$ cat src/sts_pkg.sv
`timescale 1ns / 1ps
package sts_pkg;

    localparam int KW_COUNT = 45;

    typedef enum logic [6:0] {
        T_LPAREN   = 7'd45,
        T_RPAREN   = 7'd46,
        T_COMMA    = 7'd47,
        T_SEMI     = 7'd48,
        T_STAR     = 7'd49,
        T_DOT      = 7'd50,
        T_EQ       = 7'd51,
        T_NE       = 7'd52,
        T_LT       = 7'd53,
        T_LE       = 7'd54,
        T_GT       = 7'd55,
        T_GE       = 7'd56,
        T_PLUS     = 7'd57,
        T_MINUS    = 7'd58,
        T_SLASH    = 7'd59,
        T_INTLIT   = 7'd60,
        T_FLOATLIT = 7'd61,
        T_STRLIT   = 7'd62,
        T_IDENT    = 7'd63,
        T_EOF      = 7'd64,
        T_INVALID  = 7'd65
    } tok_t;

    typedef enum logic [3:0] {
        M_IDLE, M_WORD, M_NUM, M_NUMDOT, M_STR, M_STRQ, M_STRESC, M_LT, M_GT,
        M_BANG, M_MINUS, M_SLASH, M_LINECMT, M_BLOCK, M_BLOCKSTAR
    } mode_t;

    typedef struct packed {
        logic        kind;
        logic [6:0]  ttype;
        logic [7:0]  value;
        logic [15:0] line;
        logic [15:0] column;
        logic        last;
    } res_t;

    // up to three results per byte; the word's tail is finished in the back part
    typedef struct packed {
        logic [1:0]  count;
        res_t [2:0]  res;
        logic        kw_check;   // res[0] is a word completion awaiting lookup
        logic [63:0] kw_text;
        logic [3:0]  kw_len;
    } bundle_t;

    function automatic logic [63:0] kw_word(input int i);
        logic [63:0] w;
        w = '0;
        case (i)
            0: w = "CREATE"; 1: w = "DROP"; 2: w = "TABLE"; 3: w = "INDEX";
            4: w = "PRIMARY"; 5: w = "KEY"; 6: w = "SELECT"; 7: w = "INSERT";
            8: w = "UPDATE"; 9: w = "DELETE"; 10: w = "FROM"; 11: w = "WHERE";
            12: w = "INTO"; 13: w = "VALUES"; 14: w = "SET"; 15: w = "AND";
            16: w = "OR"; 17: w = "NOT"; 18: w = "IS"; 19: w = "NULL";
            20: w = "TRUE"; 21: w = "FALSE"; 22: w = "JOIN"; 23: w = "INNER";
            24: w = "LEFT"; 25: w = "RIGHT"; 26: w = "OUTER"; 27: w = "CROSS";
            28: w = "ON"; 29: w = "AS"; 30: w = "ORDER"; 31: w = "BY";
            32: w = "ASC"; 33: w = "DESC"; 34: w = "LIMIT"; 35: w = "OFFSET";
            36: w = "INT"; 37: w = "INTEGER"; 38: w = "BIGINT"; 39: w = "SMALLINT";
            40: w = "BOOLEAN"; 41: w = "VARCHAR"; 42: w = "TEXT"; 43: w = "FLOAT";
            44: w = "DOUBLE";
            default: w = '0;
        endcase
        return w;
    endfunction

    // keyword text is left aligned: first byte in [63:56], zero padded
    function automatic logic [63:0] kw_padded(input int i);
        logic [63:0] w;
        logic [63:0] r;
        int          n;
        w = kw_word(i);
        n = 0;
        for (int k = 0; k < 8; k++)
            if (w[k*8 +: 8] != 8'd0) n = k + 1;
        r = w << (8 * (8 - n));
        return r;
    endfunction

endpackage

$ cat src/sql_token_scanner.sv
`timescale 1ns / 1ps
// SQL token scanner.
// Input channel (in_valid/in_ready): one word per byte of text, or an end of
// text marker (operation = 1) that flushes the pending token and emits an end token.
// Output channel (out_valid/out_ready): one result per word, either a value
// byte of the current token or a token completion, with end line and start
// column. last_of_run marks the final result caused by one input word.
// A byte is classified by the front scanner and placed in a two-entry
// queue; the back end issues its results one per cycle while out_ready is
// high, through a registered output, finishing the keyword lookup on the way.
// Throughput: one byte per cycle while out_ready is high and each byte gives
// at most one result; a byte giving two or three results holds the back end
// until all are issued. Each bundle passes the queue and the output register.
// Reset empties the queue, clears the output valid flag and returns the scanner to
// line 1, column 1, between tokens.
// A stalled receiver fills the queue, after which in_ready drops.
module sql_token_scanner #(
    parameter int POSITION_BITS = 16
) (
    input  logic        clk,
    input  logic        rst_n,
    input  logic        in_valid,
    output logic        in_ready,
    input  logic        operation,
    input  logic [7:0]  text_byte,
    output logic        out_valid,
    input  logic        out_ready,
    output logic        result_kind,
    output logic [6:0]  token_type,
    output logic [7:0]  value_byte,
    output logic [15:0] token_line,
    output logic [15:0] token_column,
    output logic        last_of_run
);

    logic             push, full, empty, pop;
    sts_pkg::bundle_t bundle, head;
    sts_pkg::res_t    res;

    sts_front #(.POSITION_BITS(POSITION_BITS)) u_front (
        .clk, .rst_n, .in_valid, .in_ready, .operation, .text_byte,
        .push, .bundle, .full
    );

    sts_queue u_queue (
        .clk, .rst_n, .push, .push_data(bundle), .full, .empty, .pop, .head
    );

    sts_back u_back (
        .clk, .rst_n, .empty, .head, .pop, .out_valid, .out_ready, .out_res(res)
    );

    assign result_kind  = res.kind;
    assign token_type   = res.ttype;
    assign value_byte   = res.value;
    assign token_line   = res.line;
    assign token_column = res.column;
    assign last_of_run  = res.last;

endmodule

$ cat src/sts_front.sv
`timescale 1ns / 1ps
module sts_front #(
    parameter int POSITION_BITS = 16
) (
    input  logic              clk,
    input  logic              rst_n,
    input  logic              in_valid,
    output logic              in_ready,
    input  logic              operation,
    input  logic [7:0]        text_byte,
    output logic              push,
    output sts_pkg::bundle_t  bundle,
    input  logic              full
);

    localparam logic [POSITION_BITS-1:0] PMAX = '1;
    localparam logic [POSITION_BITS-1:0] PONE = POSITION_BITS'(1);

    sts_pkg::mode_t mode_reg, mode_next;
    logic [63:0] kw_reg, kw_next;
    logic [3:0]  len_reg, len_next;
    logic [POSITION_BITS-1:0] line_reg, line_next, col_reg, col_next;
    logic [POSITION_BITS-1:0] start_reg, start_next, dot_reg, dot_next;
    logic qd_reg, qd_next, seen_reg, seen_next;

    sts_pkg::bundle_t b;
    logic [7:0] c, quote;
    logic go;
    logic [15:0] ln16, col16, start16, dot16;

    assign in_ready = !full;
    assign go = in_valid && in_ready;
    assign push = go;
    assign bundle = b;
    assign c = text_byte;
    assign quote = qd_reg ? 8'h22 : 8'h27;

    // positions are reported in their low 16 bits
    assign ln16    = 16'(line_reg);
    assign col16   = 16'(col_reg);
    assign start16 = 16'(start_reg);
    assign dot16   = 16'(dot_reg);

    function automatic logic is_alpha(input logic [7:0] x);
        return (x >= "A" && x <= "Z") || (x >= "a" && x <= "z");
    endfunction
    function automatic logic is_digit(input logic [7:0] x);
        return x >= "0" && x <= "9";
    endfunction

    always_comb
    begin
        logic [15:0] sc;
        logic        restart;
        mode_next  = mode_reg;
        kw_next    = kw_reg;
        len_next   = len_reg;
        line_next  = line_reg;
        col_next   = col_reg;
        start_next = start_reg;
        dot_next   = dot_reg;
        qd_next    = qd_reg;
        seen_next  = seen_reg;
        b          = '0;
        restart    = 1'b0;
        sc         = start16;

        // emit helper is inlined: slot index = b.count
        if (operation)
        begin
            case (mode_reg)
                sts_pkg::M_WORD:
                begin
                    b.res[0] = '{1'b1, sts_pkg::T_IDENT, 8'd0, ln16, sc, 1'b0};
                    b.kw_check = 1'b1; b.kw_text = kw_reg; b.kw_len = len_reg; b.count = 2'd1;
                end
                sts_pkg::M_NUM:
                begin
                    b.res[0] = '{1'b1, seen_reg ? sts_pkg::T_FLOATLIT : sts_pkg::T_INTLIT,
                                 8'd0, ln16, sc, 1'b0};
                    b.count = 2'd1;
                end
                sts_pkg::M_NUMDOT:
                begin
                    b.res[0] = '{1'b1, sts_pkg::T_INTLIT, 8'd0, ln16, sc, 1'b0};
                    b.res[1] = '{1'b1, sts_pkg::T_DOT, 8'd0, ln16, dot16, 1'b0};
                    b.count = 2'd2;
                end
                sts_pkg::M_STR, sts_pkg::M_STRQ:
                begin
                    b.res[0] = '{1'b1, sts_pkg::T_STRLIT, 8'd0, ln16, sc, 1'b0};
                    b.count = 2'd1;
                end
                sts_pkg::M_STRESC:
                begin
                    b.res[0] = '{1'b0, sts_pkg::T_STRLIT, 8'd0, ln16, sc, 1'b0};
                    b.res[1] = '{1'b1, sts_pkg::T_STRLIT, 8'd0, ln16, sc, 1'b0};
                    b.count = 2'd2;
                end
                sts_pkg::M_LT:
                begin
                    b.res[0] = '{1'b1, sts_pkg::T_LT, 8'd0, ln16, sc, 1'b0};
                    b.count = 2'd1;
                end
                sts_pkg::M_GT:
                begin
                    b.res[0] = '{1'b1, sts_pkg::T_GT, 8'd0, ln16, sc, 1'b0};
                    b.count = 2'd1;
                end
                sts_pkg::M_BANG:
                begin
                    b.res[0] = '{1'b1, sts_pkg::T_INVALID, 8'h21, ln16, sc, 1'b0};
                    b.count = 2'd1;
                end
                sts_pkg::M_MINUS:
                begin
                    b.res[0] = '{1'b1, sts_pkg::T_MINUS, 8'd0, ln16, sc, 1'b0};
                    b.count = 2'd1;
                end
                sts_pkg::M_SLASH:
                begin
                    b.res[0] = '{1'b1, sts_pkg::T_SLASH, 8'd0, ln16, sc, 1'b0};
                    b.count = 2'd1;
                end
                default: ;
            endcase
            b.res[b.count] = '{1'b1, sts_pkg::T_EOF, 8'd0, ln16, col16, 1'b0};
            b.count = b.count + 2'd1;
            mode_next  = sts_pkg::M_IDLE;
            line_next  = PONE;
            col_next   = PONE;
            start_next = PONE;
            dot_next   = PONE;
        end
        else
        begin
            case (mode_reg)
                sts_pkg::M_WORD:
                    if (is_alpha(c) || is_digit(c) || c == "_")
                    begin
                        if (len_reg < 4'd8)
                            kw_next[63 - 8*len_reg[2:0] -: 8] =
                                (c >= "a" && c <= "z") ? c - 8'd32 : c;
                        if (len_reg <= 4'd8) len_next = len_reg + 4'd1;
                        b.res[0] = '{1'b0, sts_pkg::T_IDENT, c, ln16, sc, 1'b0};
                        b.count = 2'd1;
                    end
                    else
                    begin
                        b.res[0] = '{1'b1, sts_pkg::T_IDENT, 8'd0, ln16, sc, 1'b0};
                        b.kw_check = 1'b1; b.kw_text = kw_reg; b.kw_len = len_reg;
                        b.count = 2'd1; restart = 1'b1;
                    end
                sts_pkg::M_NUM:
                    if (is_digit(c))
                    begin
                        b.res[0] = '{1'b0, seen_reg ? sts_pkg::T_FLOATLIT : sts_pkg::T_INTLIT,
                                     c, ln16, sc, 1'b0};
                        b.count = 2'd1;
                    end
                    else if (c == "." && !seen_reg)
                    begin
                        mode_next = sts_pkg::M_NUMDOT;
                        dot_next = col_reg;
                    end
                    else
                    begin
                        b.res[0] = '{1'b1, seen_reg ? sts_pkg::T_FLOATLIT : sts_pkg::T_INTLIT,
                                     8'd0, ln16, sc, 1'b0};
                        b.count = 2'd1; restart = 1'b1;
                    end
                sts_pkg::M_NUMDOT:
                    if (is_digit(c))
                    begin
                        seen_next = 1'b1;
                        b.res[0] = '{1'b0, sts_pkg::T_FLOATLIT, 8'h2E, ln16, sc, 1'b0};
                        b.res[1] = '{1'b0, sts_pkg::T_FLOATLIT, c, ln16, sc, 1'b0};
                        b.count = 2'd2;
                        mode_next = sts_pkg::M_NUM;
                    end
                    else
                    begin
                        b.res[0] = '{1'b1, sts_pkg::T_INTLIT, 8'd0, ln16, sc, 1'b0};
                        b.res[1] = '{1'b1, sts_pkg::T_DOT, 8'd0, ln16, dot16, 1'b0};
                        b.count = 2'd2; restart = 1'b1;
                    end
                sts_pkg::M_STR:
                    if (c == quote) mode_next = sts_pkg::M_STRQ;
                    else if (c == 8'h5C) mode_next = sts_pkg::M_STRESC;
                    else
                    begin
                        b.res[0] = '{1'b0, sts_pkg::T_STRLIT, c, ln16, sc, 1'b0};
                        b.count = 2'd1;
                    end
                sts_pkg::M_STRQ:
                    if (c == quote)
                    begin
                        b.res[0] = '{1'b0, sts_pkg::T_STRLIT, quote, ln16, sc, 1'b0};
                        b.count = 2'd1;
                        mode_next = sts_pkg::M_STR;
                    end
                    else
                    begin
                        b.res[0] = '{1'b1, sts_pkg::T_STRLIT, 8'd0, ln16, sc, 1'b0};
                        b.count = 2'd1; restart = 1'b1;
                    end
                sts_pkg::M_STRESC:
                begin
                    b.res[0] = '{1'b0, sts_pkg::T_STRLIT,
                                 c == "n" ? 8'd10 : c == "t" ? 8'd9 : c == "r" ? 8'd13 : c,
                                 ln16, sc, 1'b0};
                    b.count = 2'd1;
                    mode_next = sts_pkg::M_STR;
                end
                sts_pkg::M_LT:
                begin
                    b.count = 2'd1;
                    mode_next = sts_pkg::M_IDLE;
                    if (c == "=")
                        b.res[0] = '{1'b1, sts_pkg::T_LE, 8'd0, ln16, sc, 1'b0};
                    else if (c == ">")
                        b.res[0] = '{1'b1, sts_pkg::T_NE, 8'd0, ln16, sc, 1'b0};
                    else
                    begin
                        b.res[0] = '{1'b1, sts_pkg::T_LT, 8'd0, ln16, sc, 1'b0};
                        restart = 1'b1;
                    end
                end
                sts_pkg::M_GT:
                begin
                    b.count = 2'd1;
                    mode_next = sts_pkg::M_IDLE;
                    if (c == "=")
                        b.res[0] = '{1'b1, sts_pkg::T_GE, 8'd0, ln16, sc, 1'b0};
                    else
                    begin
                        b.res[0] = '{1'b1, sts_pkg::T_GT, 8'd0, ln16, sc, 1'b0};
                        restart = 1'b1;
                    end
                end
                sts_pkg::M_BANG:
                begin
                    b.count = 2'd1;
                    mode_next = sts_pkg::M_IDLE;
                    if (c == "=")
                        b.res[0] = '{1'b1, sts_pkg::T_NE, 8'd0, ln16, sc, 1'b0};
                    else
                    begin
                        b.res[0] = '{1'b1, sts_pkg::T_INVALID, 8'h21, ln16, sc, 1'b0};
                        restart = 1'b1;
                    end
                end
                sts_pkg::M_MINUS:
                    if (c == "-") mode_next = sts_pkg::M_LINECMT;
                    else
                    begin
                        b.res[0] = '{1'b1, sts_pkg::T_MINUS, 8'd0, ln16, sc, 1'b0};
                        b.count = 2'd1; restart = 1'b1;
                    end
                sts_pkg::M_SLASH:
                    if (c == "*") mode_next = sts_pkg::M_BLOCK;
                    else
                    begin
                        b.res[0] = '{1'b1, sts_pkg::T_SLASH, 8'd0, ln16, sc, 1'b0};
                        b.count = 2'd1; restart = 1'b1;
                    end
                sts_pkg::M_LINECMT:
                    if (c == 8'd10) mode_next = sts_pkg::M_IDLE;
                sts_pkg::M_BLOCK:
                    if (c == "*") mode_next = sts_pkg::M_BLOCKSTAR;
                sts_pkg::M_BLOCKSTAR:
                    if (c == "/") mode_next = sts_pkg::M_IDLE;
                    else if (c != "*") mode_next = sts_pkg::M_BLOCK;
                default: restart = 1'b1;
            endcase

            if (restart)
            begin
                mode_next  = sts_pkg::M_IDLE;
                start_next = col_reg;
                sc         = col16;
                if (is_alpha(c) || c == "_")
                begin
                    mode_next = sts_pkg::M_WORD;
                    kw_next[63:56] = (c >= "a" && c <= "z") ? c - 8'd32 : c;
                    len_next = 4'd1;
                    b.res[b.count] = '{1'b0, sts_pkg::T_IDENT, c, ln16, sc, 1'b0};
                    b.count = b.count + 2'd1;
                end
                else if (is_digit(c))
                begin
                    mode_next = sts_pkg::M_NUM;
                    seen_next = 1'b0;
                    b.res[b.count] = '{1'b0, sts_pkg::T_INTLIT, c, ln16, sc, 1'b0};
                    b.count = b.count + 2'd1;
                end
                else if (c == 8'h27 || c == 8'h22)
                begin
                    mode_next = sts_pkg::M_STR;
                    qd_next = (c == 8'h22);
                end
                else if (c == " " || (c >= 8'd9 && c <= 8'd13))
                begin
                end
                else
                begin
                    b.res[b.count] = '{1'b1, sts_pkg::T_INVALID, 8'd0, ln16, sc, 1'b0};
                    case (c)
                        "(": b.res[b.count].ttype = sts_pkg::T_LPAREN;
                        ")": b.res[b.count].ttype = sts_pkg::T_RPAREN;
                        ",": b.res[b.count].ttype = sts_pkg::T_COMMA;
                        ";": b.res[b.count].ttype = sts_pkg::T_SEMI;
                        "*": b.res[b.count].ttype = sts_pkg::T_STAR;
                        ".": b.res[b.count].ttype = sts_pkg::T_DOT;
                        "+": b.res[b.count].ttype = sts_pkg::T_PLUS;
                        "=": b.res[b.count].ttype = sts_pkg::T_EQ;
                        "<": mode_next = sts_pkg::M_LT;
                        ">": mode_next = sts_pkg::M_GT;
                        "!": mode_next = sts_pkg::M_BANG;
                        "-": mode_next = sts_pkg::M_MINUS;
                        "/": mode_next = sts_pkg::M_SLASH;
                        default: b.res[b.count].value = c;
                    endcase
                    if (mode_next == sts_pkg::M_IDLE) b.count = b.count + 2'd1;
                end
            end

            if (c == 8'd10)
            begin
                if (line_reg != PMAX) line_next = line_reg + PONE;
                col_next = PONE;
            end
            else if (col_reg != PMAX)
                col_next = col_reg + PONE;
        end
        if (b.count != 2'd0) b.res[b.count - 2'd1].last = 1'b1;
    end

    always_ff @(posedge clk or negedge rst_n)
    begin
        if (!rst_n)
        begin
            mode_reg  <= sts_pkg::M_IDLE;
            len_reg   <= '0;
            line_reg  <= PONE;
            col_reg   <= PONE;
            start_reg <= PONE;
            dot_reg   <= PONE;
            qd_reg    <= 1'b0;
            seen_reg  <= 1'b0;
            kw_reg    <= '0;
        end
        else if (go)
        begin
            mode_reg  <= mode_next;
            len_reg   <= len_next;
            line_reg  <= line_next;
            col_reg   <= col_next;
            start_reg <= start_next;
            dot_reg   <= dot_next;
            qd_reg    <= qd_next;
            seen_reg  <= seen_next;
            kw_reg    <= (mode_reg != sts_pkg::M_WORD) && (mode_next == sts_pkg::M_WORD)
                         ? {kw_next[63:56], 56'd0} : kw_next;
        end
    end

endmodule

$ cat src/sts_queue.sv
`timescale 1ns / 1ps
module sts_queue (
    input  logic             clk,
    input  logic             rst_n,
    input  logic             push,
    input  sts_pkg::bundle_t push_data,
    output logic             full,
    output logic             empty,
    input  logic             pop,
    output sts_pkg::bundle_t head
);

    sts_pkg::bundle_t mem_reg [2];
    logic [1:0] cnt_reg, cnt_next;
    logic wp_reg, rp_reg;

    assign full  = cnt_reg == 2'd2;
    assign empty = cnt_reg == 2'd0;
    assign head  = mem_reg[rp_reg];
    assign cnt_next = cnt_reg + {1'b0, push} - {1'b0, pop};

    always_ff @(posedge clk)
    begin
        if (push) mem_reg[wp_reg] <= push_data;
    end

    always_ff @(posedge clk or negedge rst_n)
    begin
        if (!rst_n)
        begin
            cnt_reg <= '0;
            wp_reg  <= 1'b0;
            rp_reg  <= 1'b0;
        end
        else
        begin
            cnt_reg <= cnt_next;
            if (push) wp_reg <= !wp_reg;
            if (pop)  rp_reg <= !rp_reg;
        end
    end

endmodule

$ cat src/sts_back.sv
`timescale 1ns / 1ps
module sts_back (
    input  logic             clk,
    input  logic             rst_n,
    input  logic             empty,
    input  sts_pkg::bundle_t head,
    output logic             pop,
    output logic             out_valid,
    input  logic             out_ready,
    output sts_pkg::res_t    out_res
);

    logic [1:0]    idx_reg, idx_next;
    logic          valid_reg;
    sts_pkg::res_t res_reg;
    sts_pkg::res_t cur;
    logic          load, have;
    logic [6:0]    kw_type;

    always_comb
    begin
        kw_type = sts_pkg::T_IDENT;
        if (head.kw_len >= 4'd1 && head.kw_len <= 4'd8)
            for (int i = sts_pkg::KW_COUNT - 1; i >= 0; i--)
                if (head.kw_text == sts_pkg::kw_padded(i)) kw_type = 7'(i);
    end

    assign have = !empty && head.count != 2'd0;
    assign load = (!valid_reg || out_ready) && !empty;

    always_comb
    begin
        cur = head.res[idx_reg];
        if (idx_reg == 2'd0 && head.kw_check) cur.ttype = kw_type;
        idx_next = idx_reg;
        pop = 1'b0;
        if (load)
        begin
            if (!have || idx_reg + 2'd1 >= head.count)
            begin
                pop = 1'b1;
                idx_next = 2'd0;
            end
            else
                idx_next = idx_reg + 2'd1;
        end
    end

    always_ff @(posedge clk or negedge rst_n)
    begin
        if (!rst_n)
        begin
            valid_reg <= 1'b0;
            idx_reg   <= 2'd0;
        end
        else
        begin
            idx_reg <= idx_next;
            if (load) valid_reg <= have;
            else if (out_ready) valid_reg <= 1'b0;
        end
    end

    always_ff @(posedge clk)
    begin
        if (load) res_reg <= cur;
    end

    assign out_valid = valid_reg;
    assign out_res   = res_reg;

endmodule
$ cat config.mk
export PLATFORM = sky130hd
export DESIGN_NAME = sql_token_scanner
export DESIGN_NICKNAME = d
export VERILOG_FILES = /design/src/sts_pkg.sv /design/src/sql_token_scanner.sv /design/src/sts_front.sv /design/src/sts_queue.sv /design/src/sts_back.sv
export SDC_FILE = /design/constraint.sdc
export NUM_CORES = 1
export LEC_CHECK = 0
export ABC_AREA = 1
export ABC_CLOCK_PERIOD_IN_PS = 14100
export BUFFER_PORTS_ARGS = -buffer_cell sky130_fd_sc_hd__buf_2
export CORE_UTILIZATION = 41
export CTS_CLUSTER_DIAMETER = 60
export DETAILED_ROUTE_END_ITERATION = 10
export PLACE_DENSITY = 0.63
export SLEW_MARGIN = 20
export SYNTH_ARGS = -nofsm -noshare
export SYNTH_HDL_FRONTEND = slang
export SYNTH_SLANG_ARGS = --single-unit
$ cat constraint.sdc
create_clock -name clk -period 14.1 [get_ports clk]
set_clock_uncertainty 0.1 [all_clocks]
set_input_delay 1.41 -clock clk [delete_from_list [all_inputs] [get_ports clk]]
set_output_delay 1.41 -clock clk [all_outputs]
set_load 0.05 [all_outputs]
* Yosys cells after proc, flatten, opt, wreduce, memory -nomap -nowiden
Memories as Yosys holds them, arrays and structs flattened.
Index checks and enable logic that the tools add are counted.
W data, S select, Z words.
** Operators by class
- Add/sub/neg operators :: 57
- Magnitude comparators :: 20
- Equality and inequality tests :: 90
- Shifts and indexed selects :: 47
- Multiplexer cells :: 647
- Bitwise logic cells :: 3
- Reduce and logical (&&, ||, !) cells :: 419
** Operator list (count)
- $mux W64 :: 49
- $eq A64 B64 Y1 :: 45
- $reduce_bool A8 Y1 :: 360
- $shl A64 B32 Y64 :: 45
- $bwmux W147 :: 14
- $pmux W147 S9 :: 1
- $mux W29 :: 45
- $sub A5 B29 Y29 const A :: 45
- $mux W49 :: 16
- $mux W149 :: 5
- $mux W3 :: 181
- $pmux W49 S11 :: 1
- $demux W49 S2 :: 5
- $pmux W49 S10 :: 1
- $mux W4 :: 74
- $mux W218 :: 1
- $mux W69 :: 3
- $mux W6 :: 33
- $mux W16 :: 12
- $mux W2 :: 96
- $mux W147 :: 1
- $eq A8 B6 Y1 const B :: 16
- $bmux W49 S2 :: 1
- $mux W98 :: 1
- other kinds (71) :: 232
** Storage, ports and cells
- Register bits :: 194
- Bits in writable memories :: 436
- Bits of input ports :: 13
- Word-level logic and storage cells :: 1305
- Memories kept :: 1
** Memories
- u_queue.mem_reg :: depth 2, bits a word 218, read ports 1, clocked after memory_dff 0, write ports 1, line sts_queue.sv:13 : sts_pkg::bundle_t mem_reg [2];

* Logic depth before layout (Yosys ltp)
Gate-level depths: netlist (run 1).
An unclocked memory read counts as a cell.
- Depth in word-level cells :: 64
- Depth in mapped cells :: 27

* By module
From an unflattened synthesis (run 1), not the netlist that was laid out.
** Second synthesis, totals
- Cell total of the unflattened synthesis :: 3933
- Area, all modules :: 33593.5 um^2
** Modules (own cells, without submodules)
- sts_queue :: times used 1, cells an instance 1164, area each 16948.8 um^2, seq. area each 13192.7 um^2
- sts_front :: times used 1, cells an instance 2007, area each 11871.4 um^2, seq. area each 3458.3 um^2
- sts_back :: times used 1, cells an instance 762, area each 4773.3 um^2, seq. area each 1546.5 um^2

* Worst setup path after synthesis (run 1)
OpenSTA, ideal clock, no wires.
- Path kind :: input to register
- Start point :: in in_valid
- End point :: mem u_queue.mem_reg[1][0] (netlist name), enable pin
- Library setup time :: 803 ps
- Arrival :: 10776 ps
- Data required time :: 13197 ps
- Path slack :: 2421 ps
- Cell stages on the path :: 3
- Path buffers :: 1
- Cells stage by stage :: nand2_1 -> clkbuf_1 -> nor2_1
** On the way
- Cells in the longest elaborated chain, start to end :: 3
** Ends and longest elaborated chain
- from (decl) :: line sql_token_scanner.sv:22 : input logic in_valid,
- $logic_and A1 B1 Y1 :: line sts_front.sv:32 : assign go = in_valid && in_ready;
- $mux W1 :: line sts_queue.sv:24 : if (push) mem_reg[wp_reg] <= push_data;
- $mux W1 (implied by the code) :: line sts_queue.sv:24
- to (decl) :: line sts_queue.sv:13
No other way between the ends.

==> results.tsv, run 1 <==
metric	value	unit
syn_nets	3625	
tns	0	ns
tightest_slew	1.08	ns
ios	64	
initialDrtViolationCount	2493	
grt_use_total	24.6	%
internal_power	0.00435	W
fp.dieH	281	um
synth_area	31900	sq um
finalHoldViolations	0	
grt_antenna_before_repair	2	
critical_path_required	14.35	ns
power	0.00743	W
combinationalPowerShare	37.0	%
setup_violations	0	
num_vias	25950	
synthTopCellsByArea	edfxtp_1, dfrtp_1, nand2_1	
antenna_cells	0	
grt_overflow	0	
clockBufferDepth	3	
drtPass1Iterations	6	
fillers	7286	
numCtsBuffers	73	
critPathKind	input port to flop	
cellPowerDensity	209	nW/um^2
wl_per_cell	20.6	um
gp_congestion	0.981	
cts_num_sinks	630	
postRouteAntennaNets	0	
ctsResizeCount	0	
wirelength	96.6	mm
cap_violations	0	
grt_pass1_wl	149	mm
fp.dieArea	78800	sq um
rr_endpoint	u_back.out_res[46]	
critPathCapture	u_queue.mem_reg[1][79]	
design.core.area	76500	sq um
seqPwrFrac	38.1	%
ir_drop	196	uV
start_util	41.7	%
reg2reg_from	u_queue.rp_reg	
die_x	281	um
clkLatencyLatePin	0.63	ns
rsz0062_at_grt	no	
worstRegToRegCells	15	
crit_path_start_kind	input port	
slew_headroom	28.0	%
max_freq	0.184	GHz
final_max_slew_viol_count	0	
route.detailed.drc	0	
final_core_util	46.5	%
endpoint_kind	flop	
synth_seq_cells	630	
num_rows	101	
arrival	5.68	ns
hold_ws	0.377	ns
startpoint	text_byte[3]	
synth_area_leader_cell	edfxtp_1	
largest_register_ffs	436	
clkSlewWorstSetupHoldPaths	0.06	ns
post-cts-setup-buffers	0	
vias_per_cell	5.52	
nets	3646	
grt_max_degree	141	
dp_hpwl	64.0	mm
root_buffer	clkbuf_16	
synthCells	3588	
areaGrowthSynthToFinish	11.7	%
synth_cell_types	60	
hold_depth	2	
synth_top_area_share	45.7	%
status	finished, final reports clean	
worstPathMaxFanout	22	
synth.avg_cell_area	8.88	sq um
finalCritPeriodShare	38.5	%
holdCritPathClass	flop to flop	
leakage	13.6	nW
period_minus_slack	5.43	ns
cts_tree	built	
drive_gt1_share	8.26	%
ctsHoldBuffers	0	
synth_seq_area_share	57.1	%
io_buffer_count	63	
r2r_slack	8.99	ns
netSwitchingFraction	41.5	%
grt_pass1_vias	24683	
power_switching	0.00308	W
yosysWarnings	0	
clkPwrFrac	24.9	%
h-tree-depth	3	
-- cell usage in the layout, fill, tap and decap left out, types with 5 or more instances in the layout --
cell         n
a32oi_1      8
a22oi_1      5
clkbuf_8    11
inv_2       18
nand4_1     60
o21a_1       9
nand2_1    691
buf_2       62
o21ai_0    410
a211oi_1     6
nor2_4       6
o221ai_1     5
o21ai_2     38
a221oi_1    17
o41ai_1     18
nand3_1     96
a2111oi_0    5
edfxtp_1   485
dfrtp_1    139
clkinv_2    11
buf_4       30
ha_1        24
clkbuf_1    15
o211ai_1    36
clkbuf_16   73
clkinv_1    22
nor3_1      82
o31ai_1      5
inv_1      426
nor2_1     586
nor2_2      11
nor3b_1     10
a21oi_1     56
nor4_1      24
o21ai_1      9
o22ai_1     82
-- worst max-delay path: stages --
cell and delay (ns):
buf_2 0.22, inv_1 0.23, nor2_1 0.06, inv_1 0.14, nor2_2 0.08, nand3_1 0.07, nand2_1 0.06, nand2_1 0.09
nand2_1 0.11, nor2_4 0.27, nand2_2 0.27, o21a_2 0.30, nand2_4 0.23, nand2_1 0.57, nor2_2 0.48, inv_1 0.08
buf_4 0.24, nand2_1 0.09, inv_1 0.27, o21ai_0 0.26, nand2_1 0.11
-- cells by family after synthesis --
kind of cell	synth area share, %
multiplexers	0.0314
buffers and inverters	7.34
adder cells (fa/ha/maj)	0.943
AO/OA/AOI/OAI	13.9
flip-flops	57.1
AND/OR/NAND/NOR	20.6
XOR/XNOR	0.110
-- final cells by class --
class                      count  area [sq um]  area share, %
sequential                   630         18200           51.2
multi-input combinational   2352         11400           32.0
clock buffer                  99          2030           5.72
inverter                     457          1730           4.87
tap                         1030          1290           3.62
timing repair buffer          95           587           1.65
clock inverter                36           357           1.00
-- Yosys cell counts (all sizes together) --
cell type	count
nor3	86
o31ai	5
a2111oi	5
nor3b	10
o21bai	3
clkbuf	120
a311oi	4
clkinv	9
xor2	2
a41oi	3
edfxtp	485
buf	29
a31o	1
ha	24
a32o	2
o21a	10
dfstp	4
nand2	698
o221ai	5
nor2	603
a32oi	8
mux2i	1
nor4	24
o41ai	18
nand3b	4
inv	448
o22ai	82
a211o	1
a21oi	56
a221oi	17
o211ai	36
nand4	60
or4	3
o311ai	3
a31oi	4
dfrtp	141
xnor2	2
nand3	97
a211oi	6
o2111ai	3
a22oi	5
o21ai	461
-- how the worst min path moves through the flow --
stage | startpoint | endpoint
after floorplan | u_front.kw_reg[10] | u_front.kw_reg[10]
after global placement | u_front.kw_reg[15] | u_front.kw_reg[15]
after detailed placement | u_front.kw_reg[8] | u_front.kw_reg[8]
after CTS | u_front.kw_reg[8] | u_front.kw_reg[8]
after global routing | u_front.kw_reg[25] | u_front.kw_reg[25]
final | u_front.kw_reg[8] | u_front.kw_reg[8]
-- power by group through the flow --
stage	combinational, W	sequential (W)	clock (W)
after floorplan	0.00160	0.00319	0
after global placement	0.00270	0.00286	0
after detailed placement	0.00273	0.00287	0
after CTS	0.00274	0.00283	0.00189
after global routing	0.00301	0.00288	0.00197
final	0.00275	0.00283	0.00185
-- through the flow --
stage	std cells	area (sq um)	setup WS (ns)
CTS	4699	35600	8.81
detailed placement	4564	33200	8.17
floorplan	3588	31900	2.42
finish	4699	35600	8.67
global placement	4564	33200	8.29
global route	4699	35600	8.28
-- layer usage --
metal	wire [um]	global-route usage (%)	vias to the layer above
met5	15	0	-
met4	3060	9.19	2
met3	6590	3.27	187
met2	42400	37.1	1036
li1	-	-	12259
met1	44500	36.0	12466
Power figures use the tool's default switching activity.
==> run 2, diff against run 1 <==
ABC_CLOCK_PERIOD_IN_PS = 5300   (was 14100)
clock period = 5.3 ns   (was 14.1 ns; I/O delays follow)
==> run 2 against run 1 <==
- core utilization rose by 0.47 points
- combinational power increased to 2.7 times the previous value
- flip-flop and latch count unchanged
- cell area rose by 1.0%
- die area is the same
- clock power rose to 2.7 times the previous value
- total power rose to 2.7 times the previous value
- final cell count up 0.68%
- wire length shrank 0.75%
- via count barely moved
==> results.tsv, run 2 (synthesis results as in run 1) <==
metric	value	unit	change
areaGrowthSynthToFinish	12.8	%	
gr-max-usage-layer	met2		
crit_path_start_kind	flop		
worstPathMaxFanout	42		+91%
nets	3679		+0.91%
pre_cts_ws	0.780	ns	-7.39 ns
vias_per_cell	5.49		-0.66%
post-cts-setup-buffers	0		unchanged
design.core.area	76500	sq um	unchanged
critical_path_required	5.53	ns	-8.82 ns
power	0.0200	W	+170%
cts_tree	built		
worstRegToRegCells	15		unchanged
endpoint_kind	flop		
gp_congestion	0.973		-0.86%
grt_pass1_vias	24964		+1.1%
finalCritPeriodShare	77.6	%	
grt_overflow	0		unchanged
critPathKind	flop to flop		
cp_num_cells	15		-29%
drtPass1Iterations	6		unchanged
grt_antenna_before_repair	2		unchanged
ctsResizeCount	0		unchanged
crit_top_cell	nand2_1		
fp.dieH	281	um	unchanged
setup_violations	0		unchanged
r2r_slack	1.19	ns	-7.80 ns
fp.dieArea	78800	sq um	unchanged
use_met2	38.0	%	+0.91 points
period_minus_slack	4.11	ns	
rsz0062_at_grt	no		
clockBufferDepth	3		unchanged
reg2reg_from	u_queue.rp_reg		
num_vias	25953		+0.012%
slowest_stage	dfrtp_4		
mostFrequentLayoutCells	nand2_1, nor2_1, edfxtp_1		
leakage	13.8	nW	+1.4%
arrival	4.34	ns	-1.34 ns
slew_headroom	32.3	%	+4.4 points
wl_per_cell	20.3	um	-1.4%
grt_max_degree	114		-19%
drive_gt1_share	9.05	%	+0.79 points
clkSlewWorstSetupHoldPaths	0.06	ns	about the same
critPathTopFamily	simple AND/OR/NAND/NOR gates		
start_util	41.7	%	unchanged
cts_num_sinks	630		unchanged
route.detailed.drc	0		unchanged
layout_setup_ws	1.19	ns	-7.49 ns
die_x	281	um	unchanged
num_rows	101		unchanged
final_max_slew_viol_count	0		unchanged
wirelength	95.9	mm	-0.75%
hold_path_end	u_back.out_valid		
grt_use_met3	3.87	%	+0.60 points
clkLatencyLatePin	0.65	ns	+0.02 ns
layout_commonest_cell	nand2_1		
max_stage_delay	0.65	ns	+0.08 ns
initialDrtViolationCount	2675		+7.3%
h-tree-depth	3		unchanged
cellPowerDensity	556	nW/um^2	+170%
grt_pass1_wl	148	mm	-0.53%
dp_hpwl	65.3	mm	+2.0%
hold_depth	2		unchanged
tns	0	ns	unchanged
hold_start	out_ready		
fillers	7320		+0.47%
finalHoldViolations	0		unchanged
ir_drop	359	uV	+83%
io_buffer_count	63		unchanged
grt_use_total	24.5	%	-0.15 points
status	finished, final reports clean		
timing.critical_path.buf_inv	4		-2
ios	64		unchanged
rr_endpoint	u_back.out_res[43]		
ctsHoldBuffers	1		+1
root_buffer	clkbuf_16		
max_freq	0.243	GHz	
worstPathCellList	inv_6 -> buf_12 -> nand2_1 -> nand2_1 -> inv_1 -> nor3_1 -> nand2_1 -> nor2_1 -> inv_1 -> nor3_1 -> nand4_1 -> o311ai_0 -> nor3b_1 -> nand4_1 -> a32oi_1		
numCtsBuffers	72		-1.4%
grt_util_met1	34.7	%	-1.3 points
holdCritPathClass	input port to flop		
largest_register_ffs	436		unchanged
tightest_slew	1.01	ns	-0.0655 ns
postRouteAntennaNets	0		unchanged
cap_violations	0		unchanged
antenna_cells	0		unchanged
-- run 2: changes by cell type in the layout (fill, tap and decap cells not counted), moves of 2 or more --
cell,delta
inv_6,+2
clkinvlp_4,+4
nor2_1,+2
clkbuf_8,-6
clkinv_2,-4
buf_12,+4
bufinv_16,+3
clkinv_1,-4
nor2_4,-2
buf_4,+29
-- run 2: worst register-to-register path, cell delays in order (launching register included) --
cell and delay [ns]:
dfrtp_4 0.65, inv_6 0.27, buf_12 0.24, nand2_1 0.14, nand2_1 0.25, inv_1 0.08, nor3_1 0.36, nand2_1 0.19
nor2_1 0.12, inv_1 0.15, nor3_1 0.33, nand4_1 0.16, o311ai_0 0.43, nor3b_1 0.09, nand4_1 0.14, a32oi_1 0.11
-- run 2: worst max-delay path by stage --
| stage | start | end | slack, ns |
|---|---|---|---|
| 6_report | u_queue.rp_reg | u_back.out_res[43] | 1.19 |
| 3_5_place_dp | text_byte[3] | u_queue.mem_reg[0][188] | 0.78 |
| 4_1_cts | u_queue.rp_reg | u_back.out_res[43] | 1.18 |
| 5_1_grt | u_queue.rp_reg | u_back.out_res[46] | 0.88 |
| 2_1_floorplan | u_queue.cnt_reg[1] | u_queue.mem_reg[1][0] | -2.12 |
| 3_3_place_gp | text_byte[6] | u_queue.mem_reg[0][74] | 0.75 |
-- run 2: area by class of cell --
cell class / count / area [sq um] / share of cell area [%]
Timing Repair Buffer: 129 / 895 / 2.49
Tap cell: 1030 / 1290 / 3.59
Clock buffer: 95 / 1980 / 5.51
Sequential cell: 630 / 18200 / 50.7
Multi-Input combinational cell: 2352 / 11400 / 31.6
Inverter: 457 / 1730 / 4.82
Clock inverter: 38 / 472 / 1.31
-- run 2: stage by stage --
step                cells  util [%]  area (sq um)  hold WS (ns)
finish               4731      47.0         35900        0.0370
global route         4731      47.0         35900        0.0267
CTS                  4731      47.0         35900       0.00939
detailed placement   4597      43.8         33500         0.362
global placement     4597      43.8         33500         0.360
floorplan            3588         -         31900         0.134
-- run 2: per-layer routing --
metal  vias to the layer above  routed length, um
met3                       181               6960
met2                       971              43400
met4                         0               2730
met1                     12491              42800
li1                      12310                  -
met5                         -                  0
-- run 2: where the power goes --
group	switching, W	total, W	internal [W]
Combinational	0.00571	0.00742	0.00171
Clock	0.00208	0.00506	0.00298
Sequential	0.000434	0.00751	0.00708
